[config.mk]
export PLATFORM = sky130hd
export DESIGN_NAME = mpeg_audio_frame_sync_unit_flat
export DESIGN_NICKNAME = d
export VERILOG_FILES = /design/src/hw/rtl/mafs_pkg.sv /design/src/hw/rtl/mafs_if.sv /design/src/hw/rtl/mafs_hdr.sv /design/src/hw/rtl/mpeg_audio_frame_sync_unit.sv /design/src/flat_wrapper.sv
export SDC_FILE = /design/constraint.sdc
export NUM_CORES = 1
export LEC_CHECK = 0
export ABC_CLOCK_PERIOD_IN_PS = 12700
export BUFFER_PORTS_ARGS = -buffer_cell sky130_fd_sc_hd__buf_2
export CORE_ASPECT_RATIO = 2
export CORE_UTILIZATION = 40
export DETAILED_ROUTE_END_ITERATION = 6
export GPL_TIMING_DRIVEN = 0
export PLACE_DENSITY_LB_ADDON = 0.12
export SETUP_SLACK_MARGIN = 0.3
export SYNTH_ARGS = -nofsm -noshare
export SYNTH_HDL_FRONTEND = slang
export SYNTH_SLANG_ARGS = --single-unit
[constraint.sdc]
create_clock -name clk -period 12.7 [get_ports clk]
set_input_delay 2.54 -clock clk [delete_from_list [all_inputs] [get_ports clk]]
set_output_delay 2.54 -clock clk [all_outputs]
set_load 0.02 [all_outputs]
[src/hw/rtl/mafs_pkg.sv]
// Shared widths, codes, rate tables and record types of the MPEG audio frame sync unit.
package mafs_pkg;

	localparam int BYTE_W  = 8;
	localparam int LEN_W   = 15;
	localparam int CNT_W   = 16;
	localparam int VER_W   = 2;
	localparam int LAY_W   = 2;
	localparam int KBPS_W  = 9;
	localparam int SR_W    = 16;
	localparam int COEF_W  = 18;
	localparam int NUM_W   = 27;
	localparam int QUO_W   = 12;
	localparam int WIN_W   = 24;
	localparam int SEQ_W   = 32;

	localparam logic [LEN_W-1:0] MAX_FRAME_RESET = 15'd16384;
	localparam logic [LEN_W-1:0] MIN_FRAME_LEN   = 15'd4;
	localparam logic [CNT_W-1:0] GARB_SAT        = 16'hFFFF;

	// Header field codes
	localparam logic [7:0] SYNC_BYTE     = 8'hFF;
	localparam logic [7:0] SYNC_MASK     = 8'hE0;
	localparam logic [1:0] VBITS_MPEG1   = 2'b11;
	localparam logic [1:0] VBITS_MPEG2   = 2'b10;
	localparam logic [1:0] VBITS_RSV     = 2'b01;
	localparam logic [1:0] LBITS_RSV     = 2'b00;
	localparam logic [3:0] BRI_FREE      = 4'd0;
	localparam logic [3:0] BRI_BAD       = 4'd15;
	localparam logic [1:0] SRI_RSV       = 2'd3;

	localparam logic [VER_W-1:0] VER_MPEG1  = 2'd0;
	localparam logic [VER_W-1:0] VER_MPEG2  = 2'd1;
	localparam logic [VER_W-1:0] VER_MPEG25 = 2'd2;
	localparam logic [LAY_W-1:0] LAYER_I    = 2'd1;
	localparam logic [LAY_W-1:0] LAYER_II   = 2'd2;
	localparam logic [LAY_W-1:0] LAYER_III  = 2'd3;

	// Bitrate tables in kbps, indexed by the bitrate field
	localparam logic [KBPS_W-1:0] RATE_V1_L1 [0:15] = '{
		9'd0, 9'd32, 9'd64, 9'd96, 9'd128, 9'd160, 9'd192, 9'd224,
		9'd256, 9'd288, 9'd320, 9'd352, 9'd384, 9'd416, 9'd448, 9'd0};
	localparam logic [KBPS_W-1:0] RATE_V1_L2 [0:15] = '{
		9'd0, 9'd32, 9'd48, 9'd56, 9'd64, 9'd80, 9'd96, 9'd112,
		9'd128, 9'd160, 9'd192, 9'd224, 9'd256, 9'd320, 9'd384, 9'd0};
	localparam logic [KBPS_W-1:0] RATE_V1_L3 [0:15] = '{
		9'd0, 9'd32, 9'd40, 9'd48, 9'd56, 9'd64, 9'd80, 9'd96,
		9'd112, 9'd128, 9'd160, 9'd192, 9'd224, 9'd256, 9'd320, 9'd0};
	localparam logic [KBPS_W-1:0] RATE_V2_L1 [0:15] = '{
		9'd0, 9'd32, 9'd48, 9'd56, 9'd64, 9'd80, 9'd96, 9'd112,
		9'd128, 9'd144, 9'd160, 9'd176, 9'd192, 9'd224, 9'd256, 9'd0};
	localparam logic [KBPS_W-1:0] RATE_V2_L23 [0:15] = '{
		9'd0, 9'd8, 9'd16, 9'd24, 9'd32, 9'd40, 9'd48, 9'd56,
		9'd64, 9'd80, 9'd96, 9'd112, 9'd128, 9'd144, 9'd160, 9'd0};

	// State record kept in the state memory
	typedef struct packed {
		logic [WIN_W-1:0] win;
		logic [1:0]       fill;
		logic [LEN_W-1:0] remain;
		logic [CNT_W-1:0] garb;
	} mafs_state_t;

	// Status from the header length unit
	typedef struct packed {
		logic             done;
		logic             valid;
		logic [LEN_W-1:0] len;
		logic [VER_W-1:0] ver;
		logic [LAY_W-1:0] lay;
	} mafs_hdr_res_t;

	// One result beat
	typedef struct packed {
		logic [BYTE_W-1:0] out_byte;
		logic              in_frame;
		logic              frame_start;
		logic              frame_end;
		logic [LEN_W-1:0]  frame_length;
		logic [CNT_W-1:0]  skipped_count;
		logic [VER_W-1:0]  mpeg_version;
		logic [LAY_W-1:0]  layer_number;
		logic              run_last;
	} mafs_result_t;

	function automatic logic [KBPS_W-1:0] kbps_lookup(input logic [VER_W-1:0] ver,
		input logic [LAY_W-1:0] lay, input logic [3:0] bri);
		logic [KBPS_W-1:0] r;
		if (ver == VER_MPEG1) begin
			case (lay)
				LAYER_I:  r = RATE_V1_L1[bri];
				LAYER_II: r = RATE_V1_L2[bri];
				default:  r = RATE_V1_L3[bri];
			endcase
		end else if (lay == LAYER_I) begin
			r = RATE_V2_L1[bri];
		end else begin
			r = RATE_V2_L23[bri];
		end
		return r;
	endfunction

	function automatic logic [SR_W-1:0] srate_lookup(input logic [VER_W-1:0] ver,
		input logic [1:0] sri);
		logic [SR_W-1:0] base;
		case (sri)
			2'd0:    base = 16'd44100;
			2'd1:    base = 16'd48000;
			default: base = 16'd32000;
		endcase
		case (ver)
			VER_MPEG1: return base;
			VER_MPEG2: return base >> 1;
			default:   return base >> 2;
		endcase
	endfunction

	// Slot coefficient times 1000, so that kbps times this gives the numerator
	function automatic logic [COEF_W-1:0] coef_lookup(input logic [VER_W-1:0] ver,
		input logic [LAY_W-1:0] lay);
		logic [COEF_W-1:0] r;
		if (lay == LAYER_I)
			r = 18'd12000;
		else if (lay == LAYER_II || ver == VER_MPEG1)
			r = 18'd144000;
		else
			r = 18'd72000;
		return r;
	endfunction

endpackage

[src/hw/rtl/mafs_if.sv]
// Channel interfaces of the MPEG audio frame sync unit: byte input, result output, config.
interface mafs_in_if import mafs_pkg::*; ();
	logic              valid;
	logic              ready;
	logic [BYTE_W-1:0] in_byte;
	logic              end_of_stream;

	modport source (output valid, in_byte, end_of_stream, input ready);
	modport sink (input valid, in_byte, end_of_stream, output ready);
endinterface

interface mafs_out_if import mafs_pkg::*; ();
	logic              valid;
	logic              ready;
	logic [BYTE_W-1:0] out_byte;
	logic              in_frame;
	logic              frame_start;
	logic              frame_end;
	logic [LEN_W-1:0]  frame_length;
	logic [CNT_W-1:0]  skipped_count;
	logic [VER_W-1:0]  mpeg_version;
	logic [LAY_W-1:0]  layer_number;
	logic              run_last;

	modport source (output valid, out_byte, in_frame, frame_start, frame_end, frame_length,
		skipped_count, mpeg_version, layer_number, run_last, input ready);
	modport sink (input valid, out_byte, in_frame, frame_start, frame_end, frame_length,
		skipped_count, mpeg_version, layer_number, run_last, output ready);
endinterface

interface mafs_cfg_if import mafs_pkg::*; ();
	logic             valid;
	logic             ready;
	logic [LEN_W-1:0] max_frame_bytes;

	modport source (output valid, max_frame_bytes, input ready);
	modport sink (input valid, max_frame_bytes, output ready);
endinterface

[src/hw/rtl/mafs_hdr.sv]
// Header check and frame length unit: table lookup, one multiply, 12-step restoring divide.
module mafs_hdr import mafs_pkg::*; (
	input  logic                clk,
	input  logic                arst_n,
	input  logic                start,
	input  logic [WIN_W-1:0]    hdr,
	input  logic [LEN_W-1:0]    max_len,
	output mafs_hdr_res_t       res
);

	typedef enum logic [1:0] {H_IDLE, H_MUL, H_DIV, H_FIN} hstate_t;

	hstate_t             hst_q;
	logic                done_q;
	logic                valid_q;
	logic [LEN_W-1:0]    len_q;
	logic [VER_W-1:0]    ver_q;
	logic [LAY_W-1:0]    lay_q;
	logic                pad_q;
	logic [KBPS_W-1:0]   kbps_q;
	logic [COEF_W-1:0]   coef_q;
	logic [SR_W-1:0]     sr_q;
	logic [NUM_W-1:0]    num_q;
	logic [NUM_W-1:0]    dvs_q;
	logic [QUO_W-1:0]    quo_q;
	logic [3:0]          cnt_q;

	logic [7:0]          h0, h1, h2;
	logic [1:0]          vbits, lbits, sri;
	logic [3:0]          bri;
	logic                pre_ok;
	logic [VER_W-1:0]    ver_d;
	logic [LAY_W-1:0]    lay_d;
	logic [QUO_W:0]      base_len;
	logic [LEN_W-1:0]    len_c;

	// Split the header into its fields
	assign h0    = hdr[23:16];
	assign h1    = hdr[15:8];
	assign h2    = hdr[7:0];
	assign vbits = h1[4:3];
	assign lbits = h1[2:1];
	assign bri   = h2[7:4];
	assign sri   = h2[3:2];

	assign pre_ok = (h0 == SYNC_BYTE) && ((h1 & SYNC_MASK) == SYNC_MASK)
		&& (vbits != VBITS_RSV) && (lbits != LBITS_RSV)
		&& (bri != BRI_FREE) && (bri != BRI_BAD) && (sri != SRI_RSV);

	always_comb begin
		case (vbits)
			VBITS_MPEG1: ver_d = VER_MPEG1;
			VBITS_MPEG2: ver_d = VER_MPEG2;
			default:     ver_d = VER_MPEG25;
		endcase
		lay_d = LAY_W'(3'd4 - {1'b0, lbits});
	end

	// Add padding and scale layer I slots to bytes
	assign base_len = {1'b0, quo_q} + (QUO_W+1)'(pad_q);
	assign len_c    = (lay_q == LAYER_I) ? {base_len, 2'b00} : {1'b0, 1'b0, base_len};

	always_ff @(posedge clk or negedge arst_n) begin
		if (!arst_n) begin
			hst_q   <= H_IDLE;
			done_q  <= 1'b0;
			valid_q <= 1'b0;
		end else begin
			done_q <= 1'b0;
			case (hst_q)
				H_IDLE: begin
					if (start) begin
						if (pre_ok) begin
							hst_q <= H_MUL;
						end else begin
							valid_q <= 1'b0;
							done_q  <= 1'b1;
						end
					end
				end
				H_MUL: begin
					hst_q <= H_DIV;
				end
				H_DIV: begin
					if (cnt_q == 4'd0)
						hst_q <= H_FIN;
				end
				H_FIN: begin
					valid_q <= (len_c >= MIN_FRAME_LEN) && (len_c <= max_len);
					done_q  <= 1'b1;
					hst_q   <= H_IDLE;
				end
				default: hst_q <= H_IDLE;
			endcase
		end
	end

	// Datapath: latch lookups, multiply, then one quotient bit a cycle
	always_ff @(posedge clk) begin
		case (hst_q)
			H_IDLE: begin
				kbps_q <= kbps_lookup(ver_d, lay_d, bri);
				coef_q <= coef_lookup(ver_d, lay_d);
				sr_q   <= srate_lookup(ver_d, sri);
				ver_q  <= ver_d;
				lay_q  <= lay_d;
				pad_q  <= h2[1];
			end
			H_MUL: begin
				num_q <= NUM_W'(kbps_q) * NUM_W'(coef_q);
				dvs_q <= {sr_q, {(QUO_W-1){1'b0}}};
				quo_q <= '0;
				cnt_q <= 4'(QUO_W - 1);
			end
			H_DIV: begin
				if (num_q >= dvs_q) begin
					num_q <= num_q - dvs_q;
					quo_q <= {quo_q[QUO_W-2:0], 1'b1};
				end else begin
					quo_q <= {quo_q[QUO_W-2:0], 1'b0};
				end
				dvs_q <= dvs_q >> 1;
				cnt_q <= cnt_q - 4'd1;
			end
			H_FIN: begin
				len_q <= len_c;
			end
			default: ;
		endcase
	end

	assign res.done  = done_q;
	assign res.valid = valid_q;
	assign res.len   = len_q;
	assign res.ver   = ver_q;
	assign res.lay   = lay_q;

endmodule

[src/hw/rtl/mpeg_audio_frame_sync_unit.sv]
// Top level of the MPEG audio frame sync unit: state memory, byte sequencer, result register.
//
//  channel  dir  beat contents                                   accepted when
//  stream   in   in_byte, end_of_stream                          valid && ready
//  result   out  out_byte, frame tags, length, skip count, ...   valid && ready
//  cfg      in   max_frame_bytes                                 valid && ready (ready tied 1)
//
// Each byte passes S_IDLE, S_LOAD and S_WB; with a full window it also passes S_CHECK,
// and a header test adds S_HWAIT, where mafs_hdr runs its 12-step divide if the fields
// pass, and S_HEMIT. End of stream adds an S_CHECK pass per drained byte. Window, fill,
// frame and skip counts live in a one-entry synchronous RAM, read on accept, written
// back last; reset needs no clearing pass. A waiting result beat does not block the next
// byte, but a stalled result side holds the sequencer before its next beat.
module mpeg_audio_frame_sync_unit import mafs_pkg::*; (
	input  logic            clk,
	input  logic            arst_n,
	mafs_in_if.sink         stream,
	mafs_out_if.source      result,
	mafs_cfg_if.sink        cfg
);

	typedef enum logic [2:0] {S_IDLE, S_LOAD, S_CHECK, S_HWAIT, S_HEMIT, S_WB} state_t;

	state_t              state_q;
	logic [LEN_W-1:0]    max_q;
	logic [BYTE_W-1:0]   byte_q;
	logic                eos_q;
	logic [WIN_W-1:0]    win_q;
	logic [1:0]          fill_q;
	logic [LEN_W-1:0]    rem_q;
	logic [CNT_W-1:0]    garb_q;
	logic [SEQ_W-1:0]    seq_q;
	logic [1:0]          k_q;
	logic [1:0]          last_q;
	logic                out_valid_q;
	mafs_result_t        out_q;

	mafs_state_t         st_mem [0:0];
	mafs_state_t         rd_s1;
	logic                mem_vld_q;
	logic                rd_en;
	logic                wr_en;
	mafs_state_t         wr_data;
	mafs_state_t         cur_st;
	logic [SEQ_W-1:0]    cat;
	logic [SEQ_W-1:0]    seq_d;

	logic                slot_free;
	logic                can_test;
	logic                hdr_start;
	logic                emit_en;
	mafs_result_t        res_d;
	logic [LEN_W-1:0]    rem_d;
	logic [CNT_W-1:0]    garb_d;
	mafs_hdr_res_t       hres;

	// Config register
	assign cfg.ready = 1'b1;

	always_ff @(posedge clk or negedge arst_n) begin
		if (!arst_n)
			max_q <= MAX_FRAME_RESET;
		else if (cfg.valid)
			max_q <= cfg.max_frame_bytes;
	end

	// State memory: read on accept, write back at the end of the byte
	assign stream.ready = (state_q == S_IDLE);
	assign rd_en        = stream.valid && (state_q == S_IDLE);
	assign wr_en        = (state_q == S_WB);

	always_ff @(posedge clk) begin
		if (rd_en)
			rd_s1 <= st_mem[0];
		if (wr_en)
			st_mem[0] <= wr_data;
	end

	always_ff @(posedge clk or negedge arst_n) begin
		if (!arst_n)
			mem_vld_q <= 1'b0;
		else if (wr_en)
			mem_vld_q <= 1'b1;
	end

	assign cur_st = mem_vld_q ? rd_s1 : '0;

	// Build the write-back record
	always_comb begin
		wr_data = '0;
		if (!eos_q) begin
			wr_data.remain = rem_q;
			wr_data.garb   = garb_q;
			if (fill_q != 2'd3) begin
				wr_data.win  = {win_q[15:0], byte_q};
				wr_data.fill = fill_q + 2'd1;
			end else begin
				wr_data.win  = seq_q[SEQ_W-1:BYTE_W];
				wr_data.fill = 2'd3;
			end
		end
	end

	// Left-align the held bytes and the new byte, oldest on top
	assign cat = {cur_st.win, byte_q};

	always_comb begin
		case (cur_st.fill)
			2'd3:    seq_d = cat;
			2'd2:    seq_d = cat << 8;
			2'd1:    seq_d = cat << 16;
			default: seq_d = cat << 24;
		endcase
	end

	// Header length unit
	assign can_test  = (k_q == 2'd0) && (fill_q == 2'd3);
	assign hdr_start = (state_q == S_CHECK) && (rem_q == '0) && can_test;

	mafs_hdr u_hdr (
		.clk     (clk),
		.arst_n  (arst_n),
		.start   (hdr_start),
		.hdr     (seq_q[SEQ_W-1:BYTE_W]),
		.max_len (max_q),
		.res     (hres)
	);

	// Tag the byte on top of the sequence and update the counts
	assign slot_free = !out_valid_q || result.ready;
	assign emit_en   = slot_free
		&& (((state_q == S_CHECK) && !hdr_start) || (state_q == S_HEMIT));

	always_comb begin
		res_d          = '0;
		res_d.out_byte = seq_q[SEQ_W-1:SEQ_W-BYTE_W];
		res_d.run_last = (k_q == last_q);
		rem_d          = rem_q;
		garb_d         = garb_q;
		if ((state_q == S_HEMIT) && hres.valid) begin
			res_d.in_frame      = 1'b1;
			res_d.frame_start   = 1'b1;
			res_d.frame_length  = hres.len;
			res_d.skipped_count = garb_q;
			res_d.mpeg_version  = hres.ver;
			res_d.layer_number  = hres.lay;
			rem_d               = hres.len - LEN_W'(1);
			res_d.frame_end     = (rem_d == '0);
			garb_d              = '0;
		end else if (rem_q != '0) begin
			res_d.in_frame  = 1'b1;
			rem_d           = rem_q - LEN_W'(1);
			res_d.frame_end = (rem_q == LEN_W'(1));
		end else if (garb_q != GARB_SAT) begin
			garb_d = garb_q + CNT_W'(1);
		end
	end

	// Sequencer
	always_ff @(posedge clk or negedge arst_n) begin
		if (!arst_n) begin
			state_q     <= S_IDLE;
			out_valid_q <= 1'b0;
			k_q         <= 2'd0;
			last_q      <= 2'd0;
			eos_q       <= 1'b0;
			fill_q      <= 2'd0;
		end else begin
			if (emit_en)
				out_valid_q <= 1'b1;
			else if (result.ready)
				out_valid_q <= 1'b0;

			case (state_q)
				S_IDLE: begin
					if (stream.valid) begin
						eos_q   <= stream.end_of_stream;
						state_q <= S_LOAD;
					end
				end
				S_LOAD: begin
					fill_q <= cur_st.fill;
					k_q    <= 2'd0;
					last_q <= eos_q ? cur_st.fill : 2'd0;
					if (!eos_q && (cur_st.fill != 2'd3))
						state_q <= S_WB;
					else
						state_q <= S_CHECK;
				end
				S_CHECK: begin
					if (hdr_start) begin
						state_q <= S_HWAIT;
					end else if (emit_en) begin
						k_q     <= k_q + 2'd1;
						state_q <= (k_q == last_q) ? S_WB : S_CHECK;
					end
				end
				S_HWAIT: begin
					if (hres.done)
						state_q <= S_HEMIT;
				end
				S_HEMIT: begin
					if (emit_en) begin
						k_q     <= k_q + 2'd1;
						state_q <= (k_q == last_q) ? S_WB : S_CHECK;
					end
				end
				S_WB: begin
					state_q <= S_IDLE;
				end
				default: state_q <= S_IDLE;
			endcase
		end
	end

	// Working copies of the record and the result payload
	always_ff @(posedge clk) begin
		if (rd_en)
			byte_q <= stream.in_byte;
		if (state_q == S_LOAD) begin
			win_q  <= cur_st.win;
			rem_q  <= cur_st.remain;
			garb_q <= cur_st.garb;
			seq_q  <= seq_d;
		end else if (emit_en) begin
			rem_q  <= rem_d;
			garb_q <= garb_d;
			seq_q  <= seq_q << BYTE_W;
		end
		if (emit_en)
			out_q <= res_d;
	end

	assign result.valid         = out_valid_q;
	assign result.out_byte      = out_q.out_byte;
	assign result.in_frame      = out_q.in_frame;
	assign result.frame_start   = out_q.frame_start;
	assign result.frame_end     = out_q.frame_end;
	assign result.frame_length  = out_q.frame_length;
	assign result.skipped_count = out_q.skipped_count;
	assign result.mpeg_version  = out_q.mpeg_version;
	assign result.layer_number  = out_q.layer_number;
	assign result.run_last      = out_q.run_last;

endmodule

[src/flat_wrapper.sv]
// flat-port wrapper written by rule: the top's interface ports become plain ports
module mpeg_audio_frame_sync_unit_flat import mafs_pkg::*;
  (clk, arst_n, stream_valid, stream_in_byte, stream_end_of_stream, stream_ready, result_valid, result_out_byte, result_in_frame, result_frame_start, result_frame_end, result_frame_length, result_skipped_count, result_mpeg_version, result_layer_number, result_run_last, result_ready, cfg_valid, cfg_max_frame_bytes, cfg_ready);
  mafs_in_if stream_i ();
  mafs_out_if result_i ();
  mafs_cfg_if cfg_i ();
  input  logic clk;
  input  logic arst_n;
  input wire logic [$bits(stream_i.valid)-1:0] stream_valid;
  input wire logic [$bits(stream_i.in_byte)-1:0] stream_in_byte;
  input wire logic [$bits(stream_i.end_of_stream)-1:0] stream_end_of_stream;
  output wire logic [$bits(stream_i.ready)-1:0] stream_ready;
  output wire logic [$bits(result_i.valid)-1:0] result_valid;
  output wire logic [$bits(result_i.out_byte)-1:0] result_out_byte;
  output wire logic [$bits(result_i.in_frame)-1:0] result_in_frame;
  output wire logic [$bits(result_i.frame_start)-1:0] result_frame_start;
  output wire logic [$bits(result_i.frame_end)-1:0] result_frame_end;
  output wire logic [$bits(result_i.frame_length)-1:0] result_frame_length;
  output wire logic [$bits(result_i.skipped_count)-1:0] result_skipped_count;
  output wire logic [$bits(result_i.mpeg_version)-1:0] result_mpeg_version;
  output wire logic [$bits(result_i.layer_number)-1:0] result_layer_number;
  output wire logic [$bits(result_i.run_last)-1:0] result_run_last;
  input wire logic [$bits(result_i.ready)-1:0] result_ready;
  input wire logic [$bits(cfg_i.valid)-1:0] cfg_valid;
  input wire logic [$bits(cfg_i.max_frame_bytes)-1:0] cfg_max_frame_bytes;
  output wire logic [$bits(cfg_i.ready)-1:0] cfg_ready;
  assign stream_i.valid = stream_valid;
  assign stream_i.in_byte = stream_in_byte;
  assign stream_i.end_of_stream = stream_end_of_stream;
  assign stream_ready = stream_i.ready;
  assign result_valid = result_i.valid;
  assign result_out_byte = result_i.out_byte;
  assign result_in_frame = result_i.in_frame;
  assign result_frame_start = result_i.frame_start;
  assign result_frame_end = result_i.frame_end;
  assign result_frame_length = result_i.frame_length;
  assign result_skipped_count = result_i.skipped_count;
  assign result_mpeg_version = result_i.mpeg_version;
  assign result_layer_number = result_i.layer_number;
  assign result_run_last = result_i.run_last;
  assign result_i.ready = result_ready;
  assign cfg_i.valid = cfg_valid;
  assign cfg_i.max_frame_bytes = cfg_max_frame_bytes;
  assign cfg_ready = cfg_i.ready;
  mpeg_audio_frame_sync_unit u_core (.clk(clk), .arst_n(arst_n), .stream(stream_i), .result(result_i), .cfg(cfg_i));
endmodule
==> impl_metrics.py, run 1 <==
metrics = {
    "synth": {
        "syn_avg_cell_area_um2": 11.3,
        "synth_top_cell_area_share": 0.521,
        "synth_warnings": 0,
        "synth_top_cell_by_area": "edfxtp_1",
        "synth_ff_type": "edfxtp_1",
        "ys_ff_latch": 395,
        "syn_inst": 1865,
        "ys_types": 77,
        "synthesis.nets": 2035,
        "yosysSeqAreaShare": 0.558,
        "syn-cell-area_mm2": 0.0210,
        "synth_edf_count": 364,
        "async_flop_share": 0.0785,
        "synthTopCellsByArea": "edfxtp_1 (52%), ha_1 (6.7%), nand2_1 (3.8%)",
    },
    "sta": {
        "slew_headroom": 0.364,
        "worst_clock_skew_ns": 0.0266,
        "hold_violations": 0,
        "final.min_clock_period_ns": 5.26,
        "setup_viol": 0,
        "worst_pin_slew_ns": 0.950,
        "slew_violations": 0,
        "fmax_mhz": 190,
        "fin_crit_sh": 0.414,
        "rsz0062_at_grt": "false",
        "finalSetupTns_ns": 0,
    },
    "cts": {
        "htree_levels": 2,
        "clockRootBuffer": "clkbuf_16",
        "cts_resized": 0,
        "clk_pin_slew_worst_paths_ns": 0.07,
        "postCtsSetupBuffers": 0,
        "clkSinkCount": 395,
        "hold_buffers": 0,
        "clk_latency_ns": 0.57,
        "cts_tree": "built",
        "cts_buffer_depth": 3,
        "numCtsBuffers": 38,
    },
    "final_layout": {
        "fin_util": 0.453,
        "nNetsFinal": 2157,
        "drive_gt1_frac": 0.0933,
        "areaGrowthSynthToFinish_pct": 11.8,
        "fillers": 4853,
    },
    "floorplan": {
        "start_util": 0.405,
        "die_height_um": 326,
        "std_cell_rows": 118,
        "die_x_um": 164,
        "die_area_mm2": 0.0535,
        "io_pins": 79,
        "core_region_area_mm2": 0.0518,
    },
    "setup_path": {
        "endpoint_kind": "flop",
        "worstSetupPathType": "flop to flop",
        "cp_slowest_stage_delay_ns": 0.53,
        "cp-start-kind": "flop",
        "cp.arrival_ns": 5.65,
        "cp_max_fo": 6,
        "crit_top_cell": "fa_1",
        "crit_required_ns": 13.10,
        "crit_slowest_cell": "fa_1",
        "crit_chain": "and2_1 -> fa_1 -> inv_1 -> fa_1 -> inv_1 -> fa_1 -> ha_1 -> fa_1 -> a21oi_1 -> o21ai_1 -> o41ai_2 -> o21ai_1 -> o41ai_2 -> o21ai_1 -> mux2_1 -> a211oi_1",
    },
    "placed_design": {
        "place_hpwl_um": 42000,
        "io_buffers": 76,
        "place_congestion": 0.883,
    },
    "route": {
        "antenna_left": 0,
        "vias": 14600,
        "post_drt_wl_per_cell_um": 21.2,
        "post-route-drc-count": 0,
        "detail_route.wirelength_um": 56700,
        "drt-initial-drc-count": 850,
        "first_pass_iters": 5,
        "viasPerCell": 5.47,
    },
    "grt": {
        "grt_pass1_vias": 15400,
        "antenna_found_initial": 0,
        "grt_max_degree": 38,
        "grt_pass1_wl_um": 87100,
        "grt_usage": 0.216,
        "grt-ovfl-total": 0,
    },
    "power": {
        "ir_worst_vdd_mv": 0.173,
        "leakage_uw": 0.00920,
        "cellPowerDensity_mw_per_mm2": 254,
    },
    "flow_run": {
        "drv_cap": 0,
    },
    "status": {
        "status": "finished, final reports clean",
    },
    "worst_hold_path": {
        "hp-class": "flop to flop",
    },
}
[routing by layer]
layer	GRT usage	share of wire	vias to the layer above
li1	-	-	6947
met1	0.229	0.37	7257
met2	0.417	0.56	312
met3	0.0208	0.027	131
met4	0.105	0.046	0
met5	0	0	-
[worst paths after layout]
check	slack, ns	cells after the start	to	startpoint
max reg2reg	7.44	16	u_core.u_hdr.num_q[26]	u_core.u_hdr.kbps_q[3]
min in group asynchronous	2.09	1	u_core.max_q[0]	arst_n
max in group asynchronous	10.05	1	u_core.u_hdr.hst_q[0]	arst_n
min reg2reg	0.41	0	u_core.rd_s1[13]	u_core.st_mem[0][13]
max	7.44	16	u_core.u_hdr.num_q[26]	u_core.u_hdr.kbps_q[3]
min	0.41	0	u_core.rd_s1[13]	u_core.st_mem[0][13]
[state kept, by name (all words and copies together) (netlist names), 8 cells and up]
name	flops
u_core.result.frame_length	15
u_core.seq_q	32
u_core.u_hdr.dvs_q	27
u_core.u_hdr.quo_q	12
u_core.garb_q	16
u_core.rem_q	15
u_core.byte_q	8
u_core.u_hdr.num_q	27
u_core.st_mem	57
u_core.result.skipped_count	16
u_core.rd_s1	57
u_core.u_hdr.len_q	15
u_core.u_hdr.sr_q	14
u_core.max_q	15
u_core.result.out_byte	8
u_core.win_q	16
[placed cells by master (no fill, tap or decap), types with 7 or more instances in the layout]
| master | count |
|---|---|
| buf_1 | 7 |
| a21o_1 | 21 |
| fa_1 | 29 |
| clkbuf_1 | 82 |
| nor2b_1 | 43 |
| clkbuf_16 | 38 |
| xor2_1 | 35 |
| ha_1 | 111 |
| edfxtp_1 | 364 |
| or3_1 | 7 |
| buf_2 | 77 |
| dfrtp_1 | 30 |
| clkinv_2 | 7 |
| a22oi_1 | 15 |
| nand3_1 | 36 |
| nand2_1 | 213 |
| o211ai_1 | 12 |
| nand2b_1 | 8 |
| nor4_1 | 11 |
| mux2_2 | 29 |
| a21oi_1 | 105 |
| o21ai_1 | 15 |
| and3_1 | 48 |
| nor3_1 | 22 |
| mux2i_1 | 8 |
| o21ai_0 | 92 |
| a31oi_1 | 16 |
| xnor2_1 | 46 |
| o31ai_1 | 8 |
| a211oi_1 | 15 |
| a211o_1 | 8 |
| a222oi_1 | 8 |
| o22ai_1 | 9 |
| inv_1 | 121 |
| clkinv_1 | 10 |
| nand4_1 | 11 |
| nor2_1 | 129 |
| and2_1 | 69 |
[worst max-delay path, delay by kind of cell (launching register included)]
family	cells	cell delay (ns)
AND/OR/NAND/NOR	1	0.32
adder cells (fa/ha/maj)	5	2.32
AO/OA/AOI/OAI	7	1.47
buffers and inverters	2	0.11
flip-flops	1	0.51
multiplexers	1	0.39
[synthesized netlist by cell type (30+ instances only)]
library cell,instances
edfxtp_1,364
nand2_1,213
nor2_1,130
inv_1,122
ha_1,112
a21oi_1,107
o21ai_0,92
clkbuf_1,74
and2_1,70
and3_1,48
xnor2_1,46
nor2b_1,43
nand3_1,36
xor2_1,35
dfrtp_1,30
[power breakdown]
group / total (µW) / switching (µW) / internal [µW]
Combinational: 2710 / 1710 / 1000
Clock: 1080 / 505 / 575
Sequential: 2170 / 206 / 1970
[through the flow]
step / power, µW / worst slack [ns] / instances / hold slack (ns) / cell area [µm²]
6_report: 5960 / 7.44 / 2676 / 0.410 / 23500
5_1_grt: 6360 / 7.09 / 2675 / 0.416 / 23500
4_1_cts: 6040 / 7.38 / 2675 / 0.415 / 23500
3_5_place_dp: 4930 / 7.33 / 2607 / 0.405 / 22400
3_3_place_gp: 4880 / 3.85 / 2601 / 0.400 / 22200
2_1_floorplan: 3990 / 6.40 / 1865 / 0.400 / 21000
[final cells by class]
cell class                      count  area [µm²]  share of cell area
Antenna cell                        1        2.50            0.000107
Buffer                             84         329              0.0140
Clock buffer                       47         985              0.0419
Clock inverter                     21         144             0.00613
Inverter                          126         473              0.0201
Multi-Input combinational cell   1260        8530               0.363
Sequential cell                   395       11700               0.499
Tap cell                          660         826              0.0352
Timing Repair Buffer               82         487              0.0207
[logic make-up (layout without fill, tap and decap cells)]
| group | Yosys count | after routing | share of synthesized area |
|---|---|---|---|
| AND/OR/NAND/NOR | 626 | 626 | 0.145 |
| flip-flops | 395 | 395 | 0.558 |
| AO/OA/AOI/OAI | 372 | 372 | 0.111 |
| buffers and inverters | 210 | 360 | 0.0381 |
| adder cells (fa/ha/maj) | 142 | 142 | 0.0949 |
| XOR/XNOR | 81 | 81 | 0.0338 |
| multiplexers | 38 | 38 | 0.0199 |
| other | 1 | 2 | 0.000179 |
(Power assumes the default switching activity.)
==> run 2: changes to the inputs <==
Settings changed: ABC_AREA from default to 1, ABC_CLOCK_PERIOD_IN_PS 12700 to 4900.
Clock period 12.7 ns to 4.9 ns, I/O delays scaled along.
==> run 2 against run 1 <==
Against the previous run:
- utilization rose by 0.34 points
- synthesized cell count increased by 18%
- critical path depth increased by 3
- clock skew is 0.0017 ns higher
- fmax up 19%
- flip-flop and latch count is the same
- combinational power shrank 97%
- die area up 0.86%
- first-iteration DRC count increased by 13%
- register-to-register slack got worse by 6.9 ns
- critical path type unchanged
- critical endpoint is now u_core.u_hdr.num_q[22]
==> impl_metrics.py, run 2 <==
metrics = {
    "sta": {
        "final.min_clock_period_ns": 4.41,
        "setup_viol": 0,
        "fmax_mhz": 227,
        "slew_violations": 0,
        "slew_headroom": 0.388,
        "finalSetupTns_ns": 0,
        "hold_violations": 0,
        "worst_clock_skew_ns": 0.0283,
        "fin_crit_sh": 0.899,
        "rsz0062_at_grt": "true",
        "worst_pin_slew_ns": 0.916,
    },
    "final_layout": {
        "drive_gt1_frac": 0.0909,
        "fin_cells": 3018,
        "fin_util": 0.457,
        "final_cell_area_mm2": 0.0239,
        "antenna_cells": 0,
        "reg_top3": "u_core.rd_s1: 57 flops, u_core.st_mem: 57 flops, u_core.seq_q: 32 flops",
        "layout_commonest_cell": "nand2_1",
        "nNetsFinal": 2495,
        "layout_common_cells": "nand2_1 (401), edfxtp_1 (364), inv_1 (347)",
        "areaGrowthSynthToFinish_pct": 13.0,
    },
    "synth": {
        "synth_common_cells": "nand2_1 (406), edfxtp_1 (364), inv_1 (350)",
        "synth_ff_type": "edfxtp_1",
        "yosysSeqAreaShare": 0.553,
        "synth_warnings": 0,
        "yosysMostFrequentCell": "nand2_1",
        "syn_inst": 2194,
        "async_flop_share": 0.0785,
        "ys_types": 58,
        "syn_avg_cell_area_um2": 9.65,
        "synth_edf_count": 364,
        "synth_top_cell_by_area": "edfxtp_1",
        "syn-cell-area_mm2": 0.0212,
        "synthesis.nets": 2364,
        "synthTopCellsByArea": "edfxtp_1 (52%), nand2_1 (7.2%), ha_1 (6.6%)",
        "synth_top_cell_area_share": 0.516,
        "ys_ff_latch": 395,
    },
    "setup_path": {
        "cp_slowest_stage_delay_ns": 0.53,
        "crit_slowest_cell": "fa_1",
        "cp-start-kind": "flop",
        "worstRegToRegCells": 19,
        "endpoint_kind": "flop",
        "cp_max_fo": 5,
        "cp.arrival_ns": 4.71,
        "crit_chain": "buf_4 -> nand2_1 -> inv_1 -> fa_1 -> fa_1 -> fa_1 -> ha_1 -> ha_1 -> nand3_1 -> nand2_1 -> nand2_2 -> nand2_1 -> a21oi_2 -> o21ai_0 -> nand3_1 -> nand2_1 -> nand2_1 -> nand3_1 -> nand2_1",
        "crit_top_cell": "nand2_1",
        "crit_required_ns": 5.20,
        "worstSetupPathType": "flop to flop",
    },
    "floorplan": {
        "die_area_mm2": 0.0539,
        "std_cell_rows": 119,
        "die_height_um": 327,
        "die_x_um": 165,
        "start_util": 0.404,
        "core_region_area_mm2": 0.0524,
        "io_pins": 79,
    },
    "power": {
        "ir_worst_vdd_mv": 0.237,
        "power_uw": 6720,
        "cellPowerDensity_mw_per_mm2": 281,
        "leakage_uw": 0.0108,
    },
    "cts": {
        "htree_levels": 2,
        "clk_latency_ns": 0.56,
        "clkSinkCount": 395,
        "numCtsBuffers": 37,
        "cts_tree": "built",
        "cts_buffer_depth": 3,
        "clockRootBuffer": "clkbuf_16",
        "hold_buffers": 0,
        "clk_pin_slew_worst_paths_ns": 0.07,
    },
    "route": {
        "viasPerCell": 5.26,
        "post_drt_wl_per_cell_um": 19.5,
        "post-route-drc-count": 0,
        "drt-initial-drc-count": 962,
        "detail_route.wirelength_um": 58900,
        "first_pass_iters": 6,
        "vias": 15900,
        "antenna_left": 0,
    },
    "placed_design": {
        "dp_cells": 2942,
        "place_congestion": 0.921,
        "io_buffers": 76,
        "place_hpwl_um": 45100,
        "place_area_mm2": 0.0226,
    },
    "status": {
        "status": "finished, final reports clean",
    },
    "grt": {
        "grt_pass1_wl_um": 90400,
        "grt_pass1_vias": 16400,
        "grt-ovfl-total": 0,
        "grt_usage": 0.224,
        "grt_max_degree": 41,
        "antenna_found_initial": 0,
    },
    "worst_hold_path": {
        "hp-class": "flop to flop",
        "whs_path_depth": 0,
    },
    "flow_run": {
        "drv_cap": 0,
    },
}
-- run 2: cell count changes in the layout (fill, tap and decap cells not counted), moves of 39 or more --
cell      previous run  this run
nor2b_1             43         0
inv_1              121       347
xnor2_1             46         6
o21ai_0             92       191
and2_1              69         1
nor2_1             129       229
clkbuf_1            82        43
nand2_1            213       401
and3_1              48         1
-- run 2: cells by family (layout without fill, tap and decap cells) --
logic type | after synthesis | count (layout) | synth area share
xor+xnor | 33 | 33 | 0.0136
buf+inv | 412 | 571 | 0.0737
compound gates | 413 | 413 | 0.109
fa+ha+maj | 141 | 141 | 0.0936
other cells | 1 | 1 | 0.000177
mux | 1 | 1 | 0.000532
simple gates | 798 | 798 | 0.157
flops | 395 | 395 | 0.553
-- run 2: worst max-delay path: cells and delay by family, from the launching register on --
kind	cells	cell delay [ns]
buffers and inverters	2	0.27
and+or+nand+nor	10	0.91
DFF	1	0.50
AOI/OAI and AO/OA	2	0.35
adders and majority gates	5	2.14
-- run 2: final timing paths --
path | startpoint | to | slack [ns]
worst max-delay path | u_core.u_hdr.kbps_q[4] | u_core.u_hdr.num_q[22] | 0.49
worst max register to register | u_core.u_hdr.kbps_q[4] | u_core.u_hdr.num_q[22] | 0.49
max in group asynchronous | arst_n | u_core.fill_q[1] | 3.87
worst min register to register | u_core.st_mem[0][34] | u_core.rd_s1[34] | 0.42
worst min-delay path | u_core.st_mem[0][34] | u_core.rd_s1[34] | 0.42
min in group asynchronous | arst_n | u_core.u_hdr.valid_q | 0.50
-- run 2: cell type report --
type,instances,area (µm²)
Fill cell,5143,28500
Tap cell,665,832
Clock inverter,23,231
Inverter,354,1330
Timing Repair Buffer,92,611
Clock buffer,44,983
Multi-Input combinational cell,1387,8000
Sequential cell,395,11700
Buffer,58,236
-- run 2: timing repair --
item	4_1_cts	5_1_grt
gates resized for setup	5	15
pin swaps	0	1
setup buffers	0	8
setup endpoints to repair	5	5
-- run 2: per-stage QoR --
stage	hold slack [ns]	worst slack, ns
2_1_floorplan	0.400	0.644
3_5_place_dp	0.406	-0.153
5_1_grt	0.419	0.300
3_3_place_gp	0.400	-1.60
4_1_cts	0.415	0.321
6_report	0.418	0.495
-- run 2: where the power goes --
part	switching (µW)	internal, µW	leakage (µW)
clock network	1320	1660	0.000591
registers	3.52	3640	0.00361
logic	62.3	29.4	0.00659
total	1390	5330	0.0108
-- run 2: metal layers --
layer | wire length, µm | vias to the layer above | global-route usage
met5 | 0 | - | 0
met4 | 3060 | 0 | 0.112
met3 | 1850 | 151 | 0.0224
met2 | 33300 | 425 | 0.446
met1 | 20600 | 7638 | 0.221
li1 | - | 7667 | -
==> run 3: changes to the inputs <==
Settings changed: SYNTH_HIERARCHICAL from default to 1.
==> run 3 against run 2 <==
Against the previous run:
- fmax up 0.36%
- wire length up 6.8%
- utilization down 0.11 points
- cell count up 2.8%
- power up 2.5%
- synthesized cell count up 3.8%
- hold slack about the same
- synthesized area up 2.6%
- clock skew down 0.0050 ns
- combinational power up 13%
- highest routed layer unchanged
==> impl_metrics.py, run 3 <==
metrics = {
    "route": {
        "antenna_left": 0,
        "post-route-drc-count": 0,
        "viasPerCell": 5.28,
        "post_drt_wl_per_cell_um": 20.3,
        "vias": 16400,
        "detail_route.wirelength_um": 62900,
        "drt-initial-drc-count": 1053,
        "first_pass_iters": 7,
    },
    "setup_path": {
        "crit_chain": "nand2_1 -> xor2_1 -> ha_1 -> or2_2 -> fa_1 -> fa_1 -> ha_1 -> ha_2 -> a21oi_2 -> o21ai_0 -> a21oi_2 -> o21bai_1 -> a21oi_1 -> o21ai_1 -> nand2_1",
        "worstSetupPathType": "flop to flop",
        "cpLargestDelayFamily": "adder cells",
        "cp_max_fo": 7,
        "critical_path_buf_inv_count": 0,
        "cp.arrival_ns": 4.69,
        "endpoint_kind": "flop",
        "cp-start-kind": "flop",
        "cp_slowest_stage_delay_ns": 0.53,
        "crit_required_ns": 5.20,
        "crit_slowest_cell": "edfxtp_1",
    },
    "synth": {
        "synthTopCellsByArea": "edfxtp_1 (50%), nand2_1 (8.0%), ha_1 (6.5%)",
        "synth_warnings": 6,
        "ys_ff_latch": 395,
        "syn-cell-area_mm2": 0.0217,
        "syn_avg_cell_area_um2": 9.54,
        "synth_top_cell_by_area": "edfxtp_1",
        "synth_edf_count": 364,
        "yosysSeqAreaShare": 0.539,
        "synth_common_cells": "nand2_1 (466), edfxtp_1 (364), inv_1 (327)",
        "async_flop_share": 0.0785,
        "synth_ff_type": "edfxtp_1",
        "ys_types": 57,
        "synthesis.nets": 2449,
        "yosysMostFrequentCell": "nand2_1",
        "syn_inst": 2278,
        "synth_top_cell_area_share": 0.503,
    },
    "cts": {
        "clkSinkCount": 395,
        "clockRootBuffer": "clkbuf_16",
        "clk_pin_slew_worst_paths_ns": 0.07,
        "htree_levels": 2,
        "numCtsBuffers": 38,
        "cts_tree": "built",
        "clk_latency_ns": 0.56,
        "cts_buffer_depth": 3,
    },
    "placed_design": {
        "io_buffers": 76,
        "dp_cells": 3031,
        "place_hpwl_um": 49000,
        "place_area_mm2": 0.0231,
        "place_congestion": 0.944,
    },
    "grt": {
        "grt_pass1_wl_um": 95700,
        "grt_max_degree": 58,
        "grt_pass1_vias": 17100,
        "antenna_found_initial": 0,
        "grt_usage": 0.229,
        "grt-ovfl-total": 0,
    },
    "flow_run": {
        "drv_cap": 0,
    },
    "final_layout": {
        "seqCellArea_mm2": 0.0117,
        "multi_input_area_mm2": 0.00849,
        "layout_common_cells": "nand2_1 (464), edfxtp_1 (364), inv_1 (326)",
        "areaGrowthSynthToFinish_pct": 12.4,
        "fillers": 5186,
        "nNetsFinal": 2572,
        "fin_util": 0.456,
        "antenna_cells": 0,
        "drive_gt1_frac": 0.109,
        "final_cell_area_mm2": 0.0244,
        "reg_top3": "u_core/rd_s1: 57 flops, u_core/st_mem: 57 flops, u_core/seq_q: 32 flops",
        "layout_commonest_cell": "nand2_1",
        "fin_cells": 3102,
    },
    "sta": {
        "slew_headroom": 0.167,
        "fmax_mhz": 228,
        "rsz0062_at_grt": "true",
        "final.min_clock_period_ns": 4.39,
        "worst_clock_skew_ns": 0.0232,
        "finalSetupTns_ns": 0,
        "hold_violations": 0,
        "worst_pin_slew_ns": 1.25,
        "slew_violations": 0,
        "hold_slack_ns": 0.418,
        "fin_crit_sh": 0.896,
        "setup_viol": 0,
    },
    "power": {
        "cellPowerDensity_mw_per_mm2": 282,
        "ir_worst_vdd_mv": 0.261,
        "leakage_uw": 0.0108,
    },
    "floorplan": {
        "die_height_um": 332,
        "die_area_mm2": 0.0553,
        "die_x_um": 167,
        "io_pins": 79,
        "start_util": 0.405,
        "std_cell_rows": 120,
        "core_region_area_mm2": 0.0536,
    },
    "worst_hold_path": {
        "hp-class": "flop to flop",
    },
    "status": {
        "status": "finished, final reports clean",
    },
}
## run 3: cell count changes in the layout (fill, tap and decap cells not counted), moves of 14 or more
cell / delta
nand2_1: +63
nand3_1: +54
o21ai_0: -43
inv_1: -21
clkbuf_1: -16
mux2_2: +14
## run 3: worst register-to-register path: cells and delay by family (launching register included)
family / cells / cell delay [ns]
adder cells (fa/ha/maj): 5 / 1.88
AO/OA/AOI/OAI: 6 / 0.93
AND/OR/NAND/NOR: 3 / 0.58
flip-flops: 1 / 0.53
XOR/XNOR: 1 / 0.23
## run 3: final cells by class
cell class,instances,area share
buffer,61,0.0122
timing repair buffer,83,0.0201
sequential,395,0.479
inverter,339,0.0522
multi-input combinational,1483,0.348
clock inverter,22,0.0105
clock buffer,48,0.0434
tap,671,0.0344
## run 3: power by group
part / total (µW) / internal [µW] / switching [µW]
Sequential: 3660 / 3650 / 7.78
Combinational: 104 / 40.5 / 63.1
Clock: 3130 / 1810 / 1320
## run 3: cell families (layout without fill, tap and decap cells)
group / count (synthesis) / count (layout) / synth area share
other cells: 1 / 1 / 0.000173
simple gates: 934 / 934 / 0.185
fa+ha+maj: 142 / 142 / 0.0918
mux: 15 / 15 / 0.00777
flops: 395 / 395 / 0.539
buf+inv: 400 / 553 / 0.0723
xor+xnor: 26 / 26 / 0.0105
compound gates: 365 / 365 / 0.0934
## run 3: final timing paths
check,startpoint,slack (ns),depth (start not counted),endpoint
max,u_core/u_hdr/coef_q[13],0.51,15,u_core/u_hdr/num_q[22]
min,u_core/st_mem[0][8],0.42,0,u_core/rd_s1[8]
max reg2reg,u_core/u_hdr/coef_q[13],0.51,15,u_core/u_hdr/num_q[22]
min reg2reg,u_core/st_mem[0][8],0.42,0,u_core/rd_s1[8]
max in group asynchronous,arst_n,3.79,1,u_core/u_hdr/done_q
min in group asynchronous,arst_n,0.54,1,u_core/max_q[9]
## run 3: metal layers
metal  part of all wire  GRT usage  vias up  wire [µm]
li1                   -          -     7924          -
met1               0.34      0.215     7872      21200
met2               0.58      0.466      416      36300
met3              0.028     0.0208      162       1790
met4              0.056      0.135        0       3550
met5                  0          0        -          0
## run 3: through the flow
| step | power [µW] | setup WS (ns) |
|---|---|---|
| after floorplan | 3790 | 0.608 |
| after global placement | 3830 | -1.60 |
| after detailed placement | 3830 | 0.250 |
| after CTS | 6980 | 0.356 |
| after global routing | 7090 | 0.267 |
| final | 6890 | 0.511 |
## run 3: timing repair
| item | 4_1_cts | 5_1_grt |
|---|---|---|
| setup buffers | 0 | 1 |
| gates resized for setup | 1 | 7 |
| hold buffers | 0 | 0 |
| endpoints found under the setup margin | 1 | 8 |
